==> config.mk <==
export PLATFORM = sky130hd
export DESIGN_NAME = pts_lane
export DESIGN_NICKNAME = d
export VERILOG_FILES = /design/src/pts_pkg.sv /design/src/pts_lane.sv
export SDC_FILE = /design/constraint.sdc
export NUM_CORES = 2
export LEC_CHECK = 0
export ABC_CLOCK_PERIOD_IN_PS = 9800
export BUFFER_PORTS_ARGS = -buffer_cell sky130_fd_sc_hd__clkbuf_2
export CORE_MARGIN = 3
export CORE_UTILIZATION = 50
export CTS_CLUSTER_SIZE = 30
export DETAILED_ROUTE_END_ITERATION = 10
export PLACE_DENSITY = 0.72
export SLEW_MARGIN = 5
export SYNTH_ARGS = -nofsm -noshare
export SYNTH_HDL_FRONTEND = slang
export SYNTH_SLANG_ARGS = --single-unit
export TNS_END_PERCENT = 10
==> constraint.sdc <==
create_clock -name clk -period 9.8 [get_ports clk]
set_clock_uncertainty 0.1 [all_clocks]
set_input_delay 0 -clock clk [delete_from_list [all_inputs] [get_ports clk]]
set_output_delay 0 -clock clk [all_outputs]
set_load 0.05 [all_outputs]
==> src/pts_pkg.sv <==
// Shared types, widths and helpers for the perceptron training step block.
// No dependencies; used by pts_lane, pts_merge and perceptron_train_step_top.
package pts_pkg;

  localparam int NUM_FEATURES_DEF = 4;

  localparam int FEAT_W   = 16;
  localparam int WEIGHT_W = 32;
  localparam int RATE_W   = 3;
  localparam int ERR_W    = 48;
  localparam int CFG_W    = 32;

  // weight * feature, exact Q20.28
  localparam int PROD_W   = WEIGHT_W + FEAT_W;
  // |target - sum| fits in 32 unsigned bits
  localparam int DMAG_W   = 32;
  // rate * |diff|
  localparam int NT_W     = DMAG_W + RATE_W;
  // rate * |diff| * |feature|
  localparam int UPD_W    = NT_W + FEAT_W;
  localparam int FRAC_SH  = 12;
  localparam int DIV_IN_W = UPD_W - FRAC_SH;

  // divide by ten, one byte digit per step
  localparam int DIGIT_W    = 8;
  localparam int DIV_DIGITS = (DIV_IN_W + DIGIT_W - 1) / DIGIT_W;
  localparam int DIV_W      = DIV_DIGITS * DIGIT_W;
  localparam int REM_W      = 4;
  localparam int DX_W       = REM_W + DIGIT_W;
  localparam int RECIP_10   = 3277;
  localparam int RECIP_SH   = 15;
  localparam int RMUL_W     = 24;

  localparam logic signed [WEIGHT_W-1:0] INIT_WEIGHT_RST = 32'sd65536;
  localparam logic [RATE_W-1:0]          RATE_RST        = 3'd1;
  localparam logic signed [32:0]         ONE_Q16         = 33'sd65536;
  localparam logic [ERR_W-1:0]           ERR_MAX         = {ERR_W{1'b1}};

  // register indexes
  localparam int CFG_LEARNING_RATE = 0;
  localparam int CFG_INIT_WEIGHT   = 1;

  // per-step controls from the sequencer to every lane
  typedef struct packed {
    logic load;      // latch feature word
    logic restart;   // reload weight from initial value
    logic dot;       // form weight * feature
    logic scale;     // form update magnitude and load divider
    logic div_step;  // one divide-by-ten digit
    logic commit;    // write updated weight
  } lane_ctl_t;

  // saturate a signed value to 32 bits
  function automatic logic signed [WEIGHT_W-1:0] sat32(input logic signed [63:0] v);
    logic signed [63:0] hi;
    logic signed [63:0] lo;
    hi = 64'sd2147483647;
    lo = -64'sd2147483648;
    if (v > hi) begin
      sat32 = 32'sh7FFF_FFFF;
    end else if (v < lo) begin
      sat32 = 32'sh8000_0000;
    end else begin
      sat32 = v[WEIGHT_W-1:0];
    end
  endfunction

endpackage

==> src/pts_lane.sv <==
// One feature lane: holds its weight, forms the dot-product term and the
// weight update with a byte-serial divide by ten. Depends on pts_pkg.
module pts_lane (
  input  logic                                 clk,
  input  logic                                 rst_n,
  input  pts_pkg::lane_ctl_t                   ctl,
  input  logic signed [pts_pkg::FEAT_W-1:0]    feature,
  input  logic signed [pts_pkg::WEIGHT_W-1:0]  init_w,
  input  logic [pts_pkg::NT_W-1:0]             nt_mag,
  input  logic                                 nt_neg,
  output logic signed [pts_pkg::PROD_W-1:0]    prod
);

  localparam int FW = pts_pkg::FEAT_W;
  localparam int WW = pts_pkg::WEIGHT_W;
  localparam int DW = pts_pkg::DIV_W;
  localparam int GW = pts_pkg::DIGIT_W;
  localparam int RW = pts_pkg::REM_W;
  localparam int XW = pts_pkg::DX_W;
  localparam int MW = pts_pkg::RMUL_W;
  localparam int UW = pts_pkg::UPD_W;
  localparam int SW = DW + 2;

  logic signed [WW-1:0]                weight_r;
  logic signed [FW-1:0]                feature_r;
  logic signed [pts_pkg::PROD_W-1:0]   prod_r;
  logic [DW-1:0]                       div_r;
  logic [RW-1:0]                       rem_r;
  logic                                sign_r;

  logic [FW-1:0]  f_mag;
  logic [UW-1:0]  upd_mag;
  logic [XW-1:0]  dx;
  logic [MW-1:0]  rmul;
  logic [GW-1:0]  qd;
  logic [XW-1:0]  qd10;
  logic [RW-1:0]  rem_nxt;
  logic signed [SW-1:0] delta;
  logic signed [SW-1:0] wsum;

  // magnitude of the feature; -32768 maps to 32768
  assign f_mag   = feature_r[FW-1] ? (~feature_r + 1'b1) : feature_r;
  assign upd_mag = UW'(nt_mag) * UW'(f_mag);

  // one digit of long division by ten
  assign dx      = {rem_r, div_r[DW-1 -: GW]};
  assign rmul    = MW'(dx) * MW'(pts_pkg::RECIP_10);
  assign qd      = rmul[pts_pkg::RECIP_SH +: GW];
  assign qd10    = (XW'(qd) << 3) + (XW'(qd) << 1);
  assign rem_nxt = RW'(dx - qd10);

  // signed quotient added to the weight
  assign delta = sign_r ? -$signed({2'b00, div_r}) : $signed({2'b00, div_r});
  assign wsum  = SW'(weight_r) + delta;

  always_ff @(posedge clk) begin
    if (!rst_n) begin
      weight_r <= pts_pkg::INIT_WEIGHT_RST;
    end else begin
      if (ctl.load && ctl.restart) begin
        weight_r <= init_w;
      end else if (ctl.commit) begin
        weight_r <= pts_pkg::sat32(64'(wsum));
      end
    end
  end

  // payload registers
  always_ff @(posedge clk) begin
    if (ctl.load) begin
      feature_r <= feature;
    end
    if (ctl.dot) begin
      prod_r <= pts_pkg::PROD_W'(weight_r) * pts_pkg::PROD_W'(feature_r);
    end
    if (ctl.scale) begin
      div_r  <= DW'(upd_mag >> pts_pkg::FRAC_SH);
      rem_r  <= '0;
      sign_r <= nt_neg ^ feature_r[FW-1];
    end else if (ctl.div_step) begin
      div_r <= {div_r[DW-GW-1:0], qd};
      rem_r <= rem_nxt;
    end
  end

  assign prod = prod_r;

endmodule

Yosys cells after proc, flatten, opt, wreduce, memory -nomap -nowiden
Index checks and enable logic that the tools add are counted.

Output and inout bits: 48. Word-level logic and storage cells: 30. Flip-flop bits (word level): 141. Input port bits: 92.

$mul: 3. Bitwise gates (word level): 2. Add/sub/neg operators: 5. Magnitude comparators: 2. Muxes and demuxes: 8. Reductions and logical operators: 3.

Operators by type and width (number): 32-bit two-way mux (4); 39-bit two-way mux (2); 35-bit by 16-bit multiplier with 51-bit output (1); 32-bit by 16-bit multiplier with 48-bit output (1); 32-bit by 42-bit adder with 42-bit output (1); 42-bit by 32-bit > comparator with 1-bit output (second input constant) (1); 42-bit by 32-bit < comparator with 1-bit output (second input constant) (1); 42-bit two-way mux (1); 40-bit negator with 42-bit output (1); 12-bit by 12-bit multiplier with 23-bit output (second input constant) (1); 16-bit by 1-bit adder with 16-bit output (second input constant) (1); 16-bit two-way mux (1); 16-bit NOT (1); 4-bit adder (1); 2-bit nonzero test (2); 4-bit subtractor (1); 1-bit logical AND (1); 1-bit bitwise XOR (1).

Depth between registers and ports, before layout
Depth after elaboration: 8. Mapped depth: 34. Depth with buffers taken out: 31.

Worst setup path after synthesis
No wires, ideal clock.

Path type: flip-flop to flip-flop. From: register feature_r[0]. To: register div_r[32] (data pin). Required time: 9440 ps. Stages on the path, launching flop included: 35. Clock period less this slack: 8710 ps. Arrival time: 8350 ps. Path buffers: 3. Slack: 1090 ps. Setup time: 260 ps. Cell sequence: edfxtp_1 -> clkbuf_1 -> clkbuf_1 -> inv_1 -> ha_1 -> nand2b_1 -> o41ai_1 -> nand2_1 -> xor2_1 -> clkbuf_1 -> nand2_1 -> fa_1 -> inv_1 -> fa_1 -> inv_1 -> fa_1 -> inv_1 -> fa_1 -> fa_1 -> inv_1 -> fa_1 -> inv_1 -> ha_1 -> a21oi_1 -> nor2b_1 -> o21ai_0 -> a21oi_1 -> a211oi_1 -> a21oi_1 -> o21ai_0 -> a21oi_1 -> o41ai_1 -> o221ai_1 -> xor2_1 -> mux2_2.

Word-level cells in the longest chain between the ends: 5.

Ends and longest elaborated chain: from (decl) (RTL line pts_lane.sv:25) `logic signed [FW-1:0] feature_r;`; from (signal assigned) (RTL line pts_lane.sv:71) `feature_r <= feature;`; 16-bit NOT (RTL line pts_lane.sv:42) `assign f_mag = feature_r[FW-1] ? (~feature_r + 1'b1) : feature_r;`; 16-bit by 1-bit adder with 16-bit output (RTL line pts_lane.sv:42); 16-bit two-way mux * (RTL line pts_lane.sv:42); 35-bit by 16-bit multiplier with 51-bit output * (RTL line pts_lane.sv:43) `assign upd_mag = UW'(nt_mag) * UW'(f_mag);`; 39-bit two-way mux * (RTL line pts_lane.sv:76) `if (ctl.scale) begin`; to (signal assigned) (RTL line pts_lane.sv:77) `div_r <= DW'(upd_mag >> pts_pkg::FRAC_SH);`; to (signal assigned) (RTL line pts_lane.sv:81) `div_r <= {div_r[DW-GW-1:0], qd};`; to (decl) (RTL line pts_lane.sv:27) `logic [DW-1:0] div_r;`.

Every way passes the cells marked *; elsewhere a longest branch is shown, timed or not. A chain may end at the register's enable or synchronous reset.

Worst setup path after layout
From: register feature_r[1]. To: register div_r[35] (data pin).

Same word-level chain as after synthesis.

==> results.md <==
- **Final Setup Violations** 0
- **die outline height** 308 um
- **sum of negative setup slack** 0 ns
- **root buf cell** sky130_fd_sc_hd__clkbuf_16
- **required time at the worst-slack endpoint** 9.99 ns
- **worst reg2reg path endpoint** div_r[35]
- **critical path launch point type** register
- **hold endpoint** prod[36]
- **largest fanout on the critical path** 21
- **die area** 0.0947 mm^2
- **final period demand of the worst path** 9.16 ns
- **RSZ-0062 raised after global routing** no
- **register area share after synthesis** 8.49%
- **dominant cell type by area after synthesis** sky130_fd_sc_hd__fa_1
- **Mapped Avg Cell Area** 9.00 um^2
- **Max transition margin** 22.2%
- **Mapped Area** 0.0455 mm^2
- **Least-Margin Pin Slew** 1.16 ns
- **max-slew violation count** 0
- **cells after synthesis** 5053
- **placeable core region** 0.0901 mm^2
- **most used standard cells in the synthesized netlist** sky130_fd_sc_hd__inv_1 (1122), sky130_fd_sc_hd__fa_1 (984), sky130_fd_sc_hd__nand2_1 (805), sky130_fd_sc_hd__and2_1 (373), sky130_fd_sc_hd__ha_1 (368)
- **post-route clock period utilization** 93.5%
- **Critical Path End Type** register
- **outcome** completed
- **layout cells sized above 1** 5.94%
- **final weighted congestion in routability-driven placement** 0.934
- **synthesis warning total** 0
- **starting density of the core** 50.5%
- **synth-to-layout area growth** 7.09%
- **GRT Residual Overflow** 0
- **slack of the critical path** 0.638 ns
- **Final Hold Vio Count** 0
- **total DRC errors in the routed layout** 0
- **first-pass GRT wire length** 200 mm
- **antenna violations before repair** 6
- **startpoint of the worst-slack reg-to-reg timing path** feature_r[1]
- **clock insertion delay at the later pin of the skew report** 0.52 ns
- **vias per cell** 5.48
- **port bufs** 139
- **WL/cell** 19.5 um
- **number of global-route vias before repair** 37700
- **Layout Nets** 6569
- **Cell variety after synth** 81
- **Reg clk slew, reported paths** 0.09 ns
- **post-CTS setup buffer count** 0
- **slack of the worst reg-to-reg path** 0.64 ns
- **area share of the largest cell type after synthesis** 43.3%
- **maximum level of the CTS H-tree** 4
- **number of buffers added by the clock tree synthesis step** 17
- **pin count of the biggest net entering global routing** 66
- **count of cells along the worst register-to-register path** 31
- **total via count in the routed design** 34600
- **detailed placement HPWL** 96.4 mm
- **die width** 308 um
- **final antenna-violating net count** 0
- **Max stage delay on crit path** 0.72 ns
- **total routed wirelength** 123 mm
- **boundary pin count** 140
- **Clock Sink Count** 141
- **synthesized netlist net count** 6497
- **number of maximum-capacitance violations** 0
- **path category of the worst min-delay check** in2reg
- **Post-synth EDFFs** 104
- **1st-pass router iterations** 6
- **flip-flop cell with the highest count after synthesis** sky130_fd_sc_hd__edfxtp_1
- **initial DRC count** 2692
- **share of async-settable or async-resettable flops after synthesis** 0%
- **post-placement worst setup slack** 0.551 ns
- **Max clock buf depth** 2
- **WHS Path Cells** 2
- **startpoint-to-endpoint class of the critical path** reg2reg
- **highest achievable clock rate** 109 MHz
- **most frequent cell after synthesis** sky130_fd_sc_hd__inv_1
- **master of the slowest instance on the critical path** sky130_fd_sc_hd__xnor2_2
- **WP data arrival** 9.35 ns
- **TritonCTS clock tree** built
- **Hold Path Origin** ctl[3]
- **All-Layer GR Usage** 27.2%
- **total of flip-flops plus latches after synthesis** 141
- **total number of placement rows** 110
- **main area contributors after synthesis** sky130_fd_sc_hd__fa_1 (43%), sky130_fd_sc_hd__ha_1 (10%), sky130_fd_sc_hd__inv_1 (9.3%)
[cells by family (layout without fill, tap and decap cells)]
| logic type | Yosys count | count (layout) | synth area share, % |
|---|---|---|---|
| AOI/OAI and AO/OA | 473 | 473 | 6.59 |
| adders and majority gates | 1352 | 1352 | 53.4 |
| DFF | 141 | 141 | 8.49 |
| xor gates and xnor gates | 192 | 192 | 3.71 |
| buffers and inverters | 1342 | 1427 | 11.1 |
| other | 0 | 2 | 0 |
| muxes | 28 | 28 | 0.687 |
| and+or+nand+nor | 1525 | 1525 | 16.0 |
[cell type report]
type                    instances  area (um^2)
well taps                    1176         1470
fillers                      8083        41400
multi-input cells            3570        36700
clock buffers                  18          450
clock inverters                14          164
inverters                    1123         4220
flip-flops and latches        141         3860
diodes                          2         5.00
repair buffers                272         1870
[sequential cells by signal, indices dropped and copies added (netlist names)]
register,flops
rem_r,4
sign_r,1
div_r,40
feature_r,16
weight_r,32
prod,48
[per-stage QoR]
step           std cells  util, %  hold WS [ns]  cell area, um^2
4_1_cts             6314     54.0        0.0312            48700
3_5_place_dp        6210     52.6        0.0788            47400
6_report            6316     54.1        0.0353            48700
2_1_floorplan       5053        -      -0.00113            45500
5_1_grt             6314     54.0        0.0685            48700
3_3_place_gp        6210     52.6        0.0786            47400
[placed cells by master (no fill, tap or decap), types with 22 or more instances in the layout]
cell and instances:
sky130_fd_sc_hd__a21o_1 50, sky130_fd_sc_hd__a21oi_1 154, sky130_fd_sc_hd__and2_1 373, sky130_fd_sc_hd__buf_4 61
sky130_fd_sc_hd__clkbuf_2 139, sky130_fd_sc_hd__dfxtp_1 37, sky130_fd_sc_hd__dlygate4sd3_1 72, sky130_fd_sc_hd__edfxtp_1 104
sky130_fd_sc_hd__fa_1 984, sky130_fd_sc_hd__ha_1 368, sky130_fd_sc_hd__inv_1 1122, sky130_fd_sc_hd__mux2_2 22
sky130_fd_sc_hd__nand2_1 805, sky130_fd_sc_hd__nand2b_1 56, sky130_fd_sc_hd__nand3_1 30, sky130_fd_sc_hd__nor2_1 115
sky130_fd_sc_hd__nor3_1 32, sky130_fd_sc_hd__o21ai_0 108, sky130_fd_sc_hd__or3_1 29, sky130_fd_sc_hd__xnor2_1 140
sky130_fd_sc_hd__xor2_1 38
[repair_timing]
item / CTS / global route
hold endpoints to repair: 70 / 0
endpoints found under the setup margin: 0 / 2
gates resized for setup: 0 / 1
hold buffers: 72 / 0
[how the worst max path moves through the flow]
stage,startpoint,to,slack [ns],cells past startpoint
after floorplan,feature_r[0],div_r[32],1.09,34
after global placement,feature_r[0],div_r[32],0.64,27
after detailed placement,feature_r[0],div_r[32],0.55,27
after CTS,feature_r[0],div_r[32],0.56,27
after global routing,feature_r[1],div_r[31],0.14,33
final,feature_r[1],div_r[35],0.64,31
[routing by layer]
metal  wire length, um  track usage, %  up-vias
met5                 0               0        -
met4              5100            10.7        0
met3             11200            5.96      287
met2             59500            46.3     1503
met1             47300            33.7    17500
li1                  -               -    15400
[worst max-delay path, delay by kind of cell (launching register included)]
kind	cells	cell delay [ns]
AO/OA/AOI/OAI	8	2.11
AND/OR/NAND/NOR	5	0.81
buffers and inverters	9	1.29
adder cells (fa/ha/maj)	8	3.57
flip-flops	1	0.36
XOR/XNOR	1	0.72
Power is not shown: default switching activity piles up to over one toggle a cycle in this logic, so the estimate is an artifact.
