<file path="src/pts_pkg.sv">
// Shared types, widths and helpers for the perceptron training step block.
// No dependencies; used by pts_lane, pts_merge and perceptron_train_step_top.
package pts_pkg;

  localparam int NUM_FEATURES_DEF = 4;

  localparam int FEAT_W   = 16;
  localparam int WEIGHT_W = 32;
  localparam int RATE_W   = 3;
  localparam int ERR_W    = 48;
  localparam int CFG_W    = 32;

  // weight * feature, exact Q20.28
  localparam int PROD_W   = WEIGHT_W + FEAT_W;
  // |target - sum| fits in 32 unsigned bits
  localparam int DMAG_W   = 32;
  // rate * |diff|
  localparam int NT_W     = DMAG_W + RATE_W;
  // rate * |diff| * |feature|
  localparam int UPD_W    = NT_W + FEAT_W;
  localparam int FRAC_SH  = 12;
  localparam int DIV_IN_W = UPD_W - FRAC_SH;

  // divide by ten, one byte digit per step
  localparam int DIGIT_W    = 8;
  localparam int DIV_DIGITS = (DIV_IN_W + DIGIT_W - 1) / DIGIT_W;
  localparam int DIV_W      = DIV_DIGITS * DIGIT_W;
  localparam int REM_W      = 4;
  localparam int DX_W       = REM_W + DIGIT_W;
  localparam int RECIP_10   = 3277;
  localparam int RECIP_SH   = 15;
  localparam int RMUL_W     = 24;

  localparam logic signed [WEIGHT_W-1:0] INIT_WEIGHT_RST = 32'sd65536;
  localparam logic [RATE_W-1:0]          RATE_RST        = 3'd1;
  localparam logic signed [32:0]         ONE_Q16         = 33'sd65536;
  localparam logic [ERR_W-1:0]           ERR_MAX         = {ERR_W{1'b1}};

  // register indexes
  localparam int CFG_LEARNING_RATE = 0;
  localparam int CFG_INIT_WEIGHT   = 1;

  // per-step controls from the sequencer to every lane
  typedef struct packed {
    logic load;      // latch feature word
    logic restart;   // reload weight from initial value
    logic dot;       // form weight * feature
    logic scale;     // form update magnitude and load divider
    logic div_step;  // one divide-by-ten digit
    logic commit;    // write updated weight
  } lane_ctl_t;

  // saturate a signed value to 32 bits
  function automatic logic signed [WEIGHT_W-1:0] sat32(input logic signed [63:0] v);
    logic signed [63:0] hi;
    logic signed [63:0] lo;
    hi = 64'sd2147483647;
    lo = -64'sd2147483648;
    if (v > hi) begin
      sat32 = 32'sh7FFF_FFFF;
    end else if (v < lo) begin
      sat32 = 32'sh8000_0000;
    end else begin
      sat32 = v[WEIGHT_W-1:0];
    end
  endfunction

endpackage

</file>
<file path="src/pts_merge.sv">
// Merge stage: adds the lane terms, divides by 4096 toward zero and
// saturates to the Q16.16 weighted sum. Depends on pts_pkg.
module pts_merge #(
  parameter int NUM_FEATURES = pts_pkg::NUM_FEATURES_DEF
) (
  input  logic                                 clk,
  input  logic                                 en,
  input  logic signed [pts_pkg::PROD_W-1:0]    prod [NUM_FEATURES],
  output logic signed [pts_pkg::WEIGHT_W-1:0]  sum
);

  localparam int SUM_W = pts_pkg::PROD_W + $clog2(NUM_FEATURES);

  logic signed [SUM_W-1:0]             acc;
  logic signed [SUM_W-1:0]             adj;
  logic signed [SUM_W-1:0]             quo;
  logic signed [pts_pkg::WEIGHT_W-1:0] sum_r;

  // adder chain over the lanes
  always_comb begin
    acc = '0;
    for (int k = 0; k < NUM_FEATURES; k++) begin
      acc = acc + SUM_W'(prod[k]);
    end
  end

  // truncating divide by 4096: bias negatives before the shift
  assign adj = acc + (acc[SUM_W-1] ? SUM_W'(4095) : SUM_W'(0));
  assign quo = adj >>> pts_pkg::FRAC_SH;

  always_ff @(posedge clk) begin
    if (en) begin
      sum_r <= pts_pkg::sat32(64'(quo));
    end
  end

  assign sum = sum_r;

endmodule

</file>
<file path="config.mk">
export PLATFORM = sky130hd
export DESIGN_NAME = pts_merge
export DESIGN_NICKNAME = d
export VERILOG_FILES = /design/src/pts_pkg.sv /design/src/pts_merge.sv
export SDC_FILE = /design/constraint.sdc
export NUM_CORES = 1
export LEC_CHECK = 0
export ABC_AREA = 0
export BUFFER_PORTS_ARGS = -buffer_cell sky130_fd_sc_hd__buf_2
export CAP_MARGIN = 30
export CORE_MARGIN = 4
export CORE_UTILIZATION = 40
export DETAILED_ROUTE_END_ITERATION = 8
export GPL_TIMING_DRIVEN = 0
export PLACE_DENSITY = 0.72
export SYNTH_ARGS = -nofsm -noshare
export SYNTH_HDL_FRONTEND = slang
export SYNTH_SLANG_ARGS = --single-unit
</file>
<file path="constraint.sdc">
create_clock -name clk -period 6.76 [get_ports clk]
set_clock_uncertainty 0.15 [all_clocks]
set_input_delay 1.014 -clock clk [delete_from_list [all_inputs] [get_ports clk]]
set_output_delay 1.014 -clock clk [all_outputs]
set_load 0.01 [all_outputs]
</file>
== Word-level counts from Yosys, hierarchy flattened ==
Index checks and enable logic that the tools add are counted.
Word-level totals
  register bits after elaboration: 32
  bits in latches: 0
  memory bits (writable): 0
  ROM bits: 0
  logic and storage cells: 9
  memories: 0
Cells by class
  add/sub/neg operators: 4
  multiply operators: 0
  divide/modulo/power cells: 0
  magnitude comparators: 2
  eq/ne operators: 0
  shifts and indexed selects: 0
  muxes and demuxes: 2
  bitwise operators: 0
  reductions and logical operators: 0
Operators with widths (count)
  49-bit by 48-bit adder with 50-bit output: 1
  50-bit by 13-bit adder with 50-bit output: 1
  50-bit by 48-bit adder with 50-bit output: 1
  48-bit by 48-bit adder with 49-bit output: 1
  38-bit by 32-bit > comparator with 1-bit output (second input constant): 1
  38-bit by 32-bit < comparator with 1-bit output (second input constant): 1
  32-bit two-way mux: 1
  12-bit two-way mux: 1

== Depth between registers and ports, before layout ==
Gate-level depths: netlist of run 1.
  word-level depth: 7
  depth in mapped cells: 28
  depth with buffers taken out: 27

== Worst setup path after synthesis of run 1 ==
No wires, ideal clock.
  kind: input to register
  from: in prod[14] (netlist bit)
  to: reg sum_r, in the netlist sum[10], data pin
  setup time: 274 ps
  arrival time: 6791 ps
  path slack: -455 ps
  stages on the path: 27
  path buffers: 2
  cell sequence: fa_1 > inv_1 > fa_1 > inv_1 > ha_1 > buf_2 > nand4_1 > a2111oi_0 > o21ai_1 > a21oi_1 > nor4_1 > a2111oi_4 > inv_1 > ha_1 > nand3_1 > and4_1 > o21ai_0 > a21oi_1 > nand2_1 > nor4_1 > o21ai_2 > nand2_1 > o41a_1 > o2111a_2 > a211oi_2 > buf_6 > o41ai_1
On the way
  longest elaborated chain between the ends: 5
RTL lines
  start, declared: line pts_merge.sv:8  | input logic signed [pts_pkg::PROD_W-1:0] prod [NUM_FEATURES],
  50-bit by 48-bit adder with 50-bit output *: line pts_merge.sv:23  | acc = acc + SUM_W'(prod[k]);
  12-bit two-way mux: line pts_merge.sv:28  | assign adj = acc + (acc[SUM_W-1] ? SUM_W'(4095) : SUM_W'(0));
  50-bit by 13-bit adder with 50-bit output *: line pts_merge.sv:28
  38-bit by 32-bit < comparator with 1-bit output: line pts_pkg.sv:61  | end else if (v < lo) begin
  32-bit two-way mux: line pts_pkg.sv:61
  end signal, assigned: line pts_merge.sv:33  | sum_r <= pts_pkg::sat32(64'(quo));
  end, declared: line pts_merge.sv:17  | logic signed [pts_pkg::WEIGHT_W-1:0] sum_r;
Mark *: on every way between the ends. The rest lies on a longest branch, timed or not.
A chain may end at the register's enable or synchronous reset.

== Worst setup path in the final report of run 1 ==
  from: in prod[26] (netlist bit)
  to: reg sum_r, in the netlist sum[1], data pin
Same word-level chain as after synthesis.

==> out/metrics.cfg, run 1 <==
[floorplan]
ios = 226
die_area_sq_um = 23400
start_util_pct = 41.2
dieHeight_microns = 153
rows = 52
core_area_sq_um = 20400
die_w_microns = 153

[job]
drv_cap = 0

[layout]
finish.utilization_pct = 55.6
fill_cells = 1898
largest_register_ffs = 32
area_growth_pct = 35.0
drive_gt1_share_pct = 31.8
n_antenna_cell = 0
instances_no_fill = 1605
fin_nets = 1681

[critical_path]
critical_path.max_fanout = 8
slowest_delay_ns = 0.52
cp_data_required_time_ns = 6.59
startpoint_type = primary input
end_kind = flop
crit_arrival_ns = 6.91
slowest_stage = fa_1
criticalPathCategory = in2reg

[detailed_routing]
drt_iter0_markers = 506
vias = 8131
vias_per_cell = 5.07
wl_per_cell_microns = 14.3
ant_nets = 0
routed_wl_microns = 22900
drc = 0
dr.pass1.iters = 5

[hold_path]
hold_path_end = sum[3]
holdCritStartpoint = en
worstHoldPathCells = 1
hold_class = in2reg

[logic_synthesis]
synth_nets = 1409
synthArstFlopShare_pct = 0
synth_top_area_share_pct = 23.1
synth_most_common_cell = inv_1
synth-edff-count = 32
yosysWarnings = 0
ys_top_cells_by_count = 288 x inv_1, 97 x fa_1, 74 x a21oi_1
avgSynthCellArea_sq_um = 7.92
synth_cells = 1062
synth-main-ff-cell = edfxtp_1
synth_area_leaders = fa_1 23%, inv_1 13%, edfxtp_1 11%
synth_seq_area_share_pct = 11.4
synth_area_sq_um = 8410
netlist-cell-type-count = 75
synth_top_cell_by_area = fa_1
ys_ff_latch = 32

[timing]
finalMaxSlewViolations = 0
rsz0062_at_grt = true
tns_ns = -9.08
hold_ws_ns = 1.17
finalSetupViolCount = 31
timing.final.crit_share_pct = 105
worstMarginPinSlew_ns = 0.722
slew_headroom_pct = 51.5
hold_viol = 0
min_period_ns = 7.08
max_freq_ghz = 0.141
setup_ws_ns = -0.321

[cts]
path_clk_slew_ns = 0.05
cts_buffers = 5
cts_tree = yes
cts-root-buf = clkbuf_16
clockBufferDepth = 2
clkSinkCount = 32
cts-htree-levels = 2

[pwr]
ir_drop_mv = 0.222
clockPowerShare_pct = 5.0
internal_power_w = 0.00226
power_leakage_nw = 5.58
power_frac_comb_pct = 86.1
swShare_pct = 52.2
total_power_w = 0.00473
pwr-share-seq_pct = 8.9
switching_power_w = 0.00247
power.density_nw_per_um2 = 416

[status]
violations = negative setup slack
status = complete, but fails checks

[global_routing]
grt_max_degree = 33
grt_pass1_vias = 8021
antenna_found_initial = 0
grt_use_total_pct = 18.4
overflow = 0
grt_pass1_wl_microns = 37300

[placed_design]
io_buffers = 225
dpl.hpwl_microns = 18800
finalWeightedCongestion = 0.922
place_inst = 1557

==> final cells by class <==
type	count	area [sq um]	area share [%]
Buffer	26	249	2.19
Inverter	288	1090	9.64
Clock inverter	3	37.5	0.331
Clock buffer	5	125	1.10
Timing Repair Buffer	267	1490	13.1
Multi-Input combinational cell	714	7060	62.2
Sequential cell	32	961	8.46
Tap cell	270	338	2.98
==> cell usage in the layout (no fill, tap or decap), types with 7 or more instances in the layout <==
| master | instances |
|---|---|
| a211oi_1 | 12 |
| a21o_1 | 19 |
| a21oi_1 | 58 |
| a21oi_2 | 9 |
| a21oi_4 | 8 |
| and4_1 | 7 |
| buf_2 | 228 |
| buf_4 | 40 |
| buf_6 | 16 |
| edfxtp_1 | 32 |
| fa_1 | 95 |
| ha_1 | 35 |
| ha_2 | 11 |
| ha_4 | 10 |
| inv_1 | 281 |
| nand2_1 | 60 |
| nand2_2 | 7 |
| nand3_1 | 17 |
| nand4_1 | 19 |
| nor2_1 | 51 |
| nor3_1 | 17 |
| o211ai_1 | 11 |
| o21a_1 | 8 |
| o21ai_0 | 35 |
| o21ai_1 | 8 |
| o21bai_1 | 8 |
| o31ai_4 | 18 |
| xnor2_1 | 32 |
| xor2_1 | 24 |
==> critical path: cells and delay by family <==
family          cells  cell delay, ns
compound gates     13            2.81
fa+ha+maj           4            1.57
buf+inv             7            0.94
simple gates        5            0.53
==> cells by family after synthesis <==
logic type / after synthesis / synth area share [%]
buf+inv: 317 / 14.8
compound gates: 269 / 22.1
simple gates: 230 / 13.7
fa+ha+maj: 153 / 31.4
xor+xnor: 56 / 5.83
flops: 32 / 11.4
mux: 5 / 0.759
==> metal layers <==
layer  track usage, %  wire length, microns  up-vias
met2             31.3                 10800      223
met4             3.10                   395        0
met1             26.0                 10400     3803
li1                 -                     -     4080
met5                0                     0        -
met3             1.87                  1250       25
==> per-stage QoR <==
stage | instance area [sq um] | worst slack (ns)
6_report | 11400 | -0.321
5_1_grt | 11400 | -0.600
3_3_place_gp | 10100 | -1.22
4_1_cts | 10800 | -0.195
3_5_place_dp | 10100 | -1.29
2_1_floorplan | 8620 | -0.152
==> what timing repair did <==
action | 4_1_cts | 5_1_grt
hold buffers | 0 | 0
pin swaps | 17 | 30
setup buffers | 26 | 11
resized for setup | 74 | 89
cloned | 5 | 1
endpoints found under the setup margin | 32 | 31
==> power groups by stage <==
stage	Clock [W]	Sequential, W	Combinational [W]
CTS	0.000241	0.000424	0.00350
finish	0.000237	0.000422	0.00407
global route	0.000254	0.000433	0.00444
global placement	0	0.000427	0.00299
floorplan	0	0.000483	0.00224
detailed placement	0	0.000427	0.00305
==> how the worst max path moves through the flow <==
stage                          from  endpoint  slack (ns)  cells after the start
after floorplan            prod[14]   sum[23]       -0.15                     27
after global placement     prod[30]   sum[19]       -1.22                     27
after detailed placement    prod[6]   sum[19]       -1.29                     26
after CTS                 prod[143]    sum[0]       -0.19                     27
after global routing       prod[47]    sum[1]       -0.60                     27
final                      prod[26]    sum[1]       -0.32                     29
No activity file was read; power rests on OpenSTA's default activity.
==> run 2: changes to the inputs <==
--- a/config.mk
+++ b/config.mk
@@ -8,11 +8,13 @@
 export ABC_AREA = 0
 export BUFFER_PORTS_ARGS = -buffer_cell sky130_fd_sc_hd__buf_2
 export CAP_MARGIN = 30
+export CELL_PAD_IN_SITES_DETAIL_PLACEMENT = 0
+export CELL_PAD_IN_SITES_GLOBAL_PLACEMENT = 1
 export CORE_MARGIN = 4
 export CORE_UTILIZATION = 40
 export DETAILED_ROUTE_END_ITERATION = 8
 export GPL_TIMING_DRIVEN = 0
-export PLACE_DENSITY = 0.72
+export PLACE_DENSITY = 0.89
 export SYNTH_ARGS = -nofsm -noshare
 export SYNTH_HDL_FRONTEND = slang
 export SYNTH_SLANG_ARGS = --single-unit
==> constraint.sdc (replaced) <==
create_clock -name clk -period 7.5 [get_ports clk]
set_clock_uncertainty 0.15 [all_clocks]
set_input_delay 1.125 -clock clk [delete_from_list [all_inputs] [get_ports clk]]
set_output_delay 1.125 -clock clk [all_outputs]
set_load 0.01 [all_outputs]
==> run 2 against run 1 <==
The run now ends clean; via count decreased by 2.6%; wire length decreased by 7.1%; clock power decreased by 8.4%; critical path depth stayed put; sequential cell count did not move; count of clock-buffer cells in the layout stayed put; hold slack better by 0.10 ns; final area decreased by 8.3%; non-clock buffer count fell by 29; sequential share of layout area is 0.76 points higher; critical path type unchanged.
==> out/metrics.cfg, run 2 (synthesized netlist as in run 1, its figures left out) <==
[timing]
hold_viol = 0  ; unchanged
slew_headroom_pct = 57.2  ; +5.7 points
finalMaxSlewViolations = 0  ; unchanged
setup_ws_ns = 0.213  ; +0.535 ns
min_period_ns = 7.29
hold_ws_ns = 1.27  ; +0.103 ns
timing.final.crit_share_pct = 97.2
max_freq_ghz = 0.137
worstMarginPinSlew_ns = 0.643  ; -0.0796 ns
finalSetupViolCount = 0  ; -100%

[detailed_routing]
dr.pass1.iters = 5  ; unchanged
routed_wl_microns = 21300  ; -7.1%
vias = 7920  ; -2.6%
wl_per_cell_microns = 13.5  ; -5.4%
ant_nets = 0  ; unchanged
drt_iter0_markers = 354  ; -30%
vias_per_cell = 5.03  ; -0.80%
drc = 0  ; unchanged

[floorplan]
start_util_pct = 41.2  ; unchanged
ios = 226  ; unchanged
die_w_microns = 153  ; unchanged
rows = 52  ; unchanged
core_area_sq_um = 20400  ; unchanged
die_area_sq_um = 23400  ; unchanged
dieHeight_microns = 153  ; unchanged

[critical_path]
slowest_delay_ns = 0.55  ; +0.03 ns
critical_path.max_fanout = 8  ; unchanged
crit_arrival_ns = 7.20  ; +0.29 ns
startpoint_type = primary input
slowest_stage = or4_1
critPathLaunch = prod[14]
cp_data_required_time_ns = 7.41  ; +0.82 ns
end_kind = flop
criticalPathCategory = in2reg

[cts]
cts-htree-levels = 2  ; unchanged
clockBufferDepth = 2  ; unchanged
clkSinkCount = 32  ; unchanged
cts-root-buf = clkbuf_16
cts_tree = yes
path_clk_slew_ns = 0.05  ; about the same
cts_buffers = 5  ; unchanged

[global_routing]
top_usage_layer = met2
antenna_found_initial = 0  ; unchanged
grtUsageMet2_pct = 30.1  ; -1.3 points
grt_use_met1_pct = 25.4  ; -0.55 points
grt_pass1_wl_microns = 35500  ; -4.8%
grt_pass1_vias = 7656  ; -4.6%
grt_use_total_pct = 17.6  ; -0.85 points
overflow = 0  ; unchanged
grt_max_degree = 33  ; unchanged
use_met3_pct = 1.67  ; -0.20 points

[pwr]
ir_drop_mv = 0.168  ; -24%
power.density_nw_per_um2 = 335  ; -20%
power_leakage_nw = 5.30  ; -5.0%

[layout]
final-seq-area_sq_um = 961  ; unchanged
area_growth_pct = 23.8
drive_gt1_share_pct = 24.9  ; -7.0 points
final_common_cell = inv_1
final_cell_mix = 287 x inv_1, 235 x buf_2, 96 x fa_1
finish.utilization_pct = 51.0  ; -4.6 points
instances_no_fill = 1576  ; -1.8%
n_antenna_cell = 0  ; unchanged
fill_cells = 2050  ; +8.0%
fin_nets = 1652  ; -1.7%
largest_register_ffs = 32  ; unchanged
multi_input_area_sq_um = 6480  ; -8.2%

[placed_design]
io_buffers = 225  ; unchanged
place_inst = 1557  ; unchanged
dp_slack_ns = -1.10  ; +0.190 ns
finalWeightedCongestion = 0.848  ; -8.1%
dpl.hpwl_microns = 18800  ; +0.17%

[hold_path]
hold_class = in2reg
holdCritStartpoint = en

[status]
status = complete, no violations

[job]
drv_cap = 0  ; unchanged

[run 2: critical path: cells and delay by family]
family | cells | cell delay [ns]
AO/OA/AOI/OAI | 12 | 2.48
buffers and inverters | 7 | 0.82
AND/OR/NAND/NOR | 6 | 1.12
adder cells (fa/ha/maj) | 4 | 1.63
[run 2: routing by layer]
layer  routed length (microns)  vias up
met2                     10200      185
li1                          -     4011
met3                       937        6
met1                     10100     3718
met5                         0        -
met4                        90        0
[run 2: final cells by class]
class	count	area share, %
Buffer	23	1.42
Clock buffer	5	1.20
Clock inverter	3	0.360
Inverter	288	10.4
Multi-Input combinational cell	714	62.2
Sequential cell	32	9.23
Tap cell	270	3.24
Timing Repair Buffer	241	11.9
[run 2: final timing paths]
check,to,cells after the start
max,sum[18],29
min,sum[0],1
[run 2: power by group]
part | leakage [nW] | total, W | internal (W) | switching, W
clock | 0.0789 | 0.000217 | 0.000154 | 0.0000636
combinational | 4.91 | 0.00289 | 0.00115 | 0.00174
sequential | 0.314 | 0.000379 | 0.000357 | 0.0000225
[run 2: repair_timing]
| action | 4_1_cts | 5_1_grt |
|---|---|---|
| cloned | 1 | 1 |
| pin swaps | 4 | 14 |
| resized for setup | 18 | 38 |
| hold buffers | 0 | 0 |
| endpoints found under the setup margin | 31 | 31 |
| setup buffers | 4 | 11 |
[run 2: stage by stage]
step | total power (W) | TNS, ns | instance area (sq um)
global route | 0.00384 | -0.0974 | 10400
global placement | 0.00297 | -30.36 | 9870
CTS | 0.00334 | 0 | 10200
detailed placement | 0.00302 | -33.37 | 9870
finish | 0.00349 | 0 | 10400
floorplan | 0.00235 | 0 | 8410
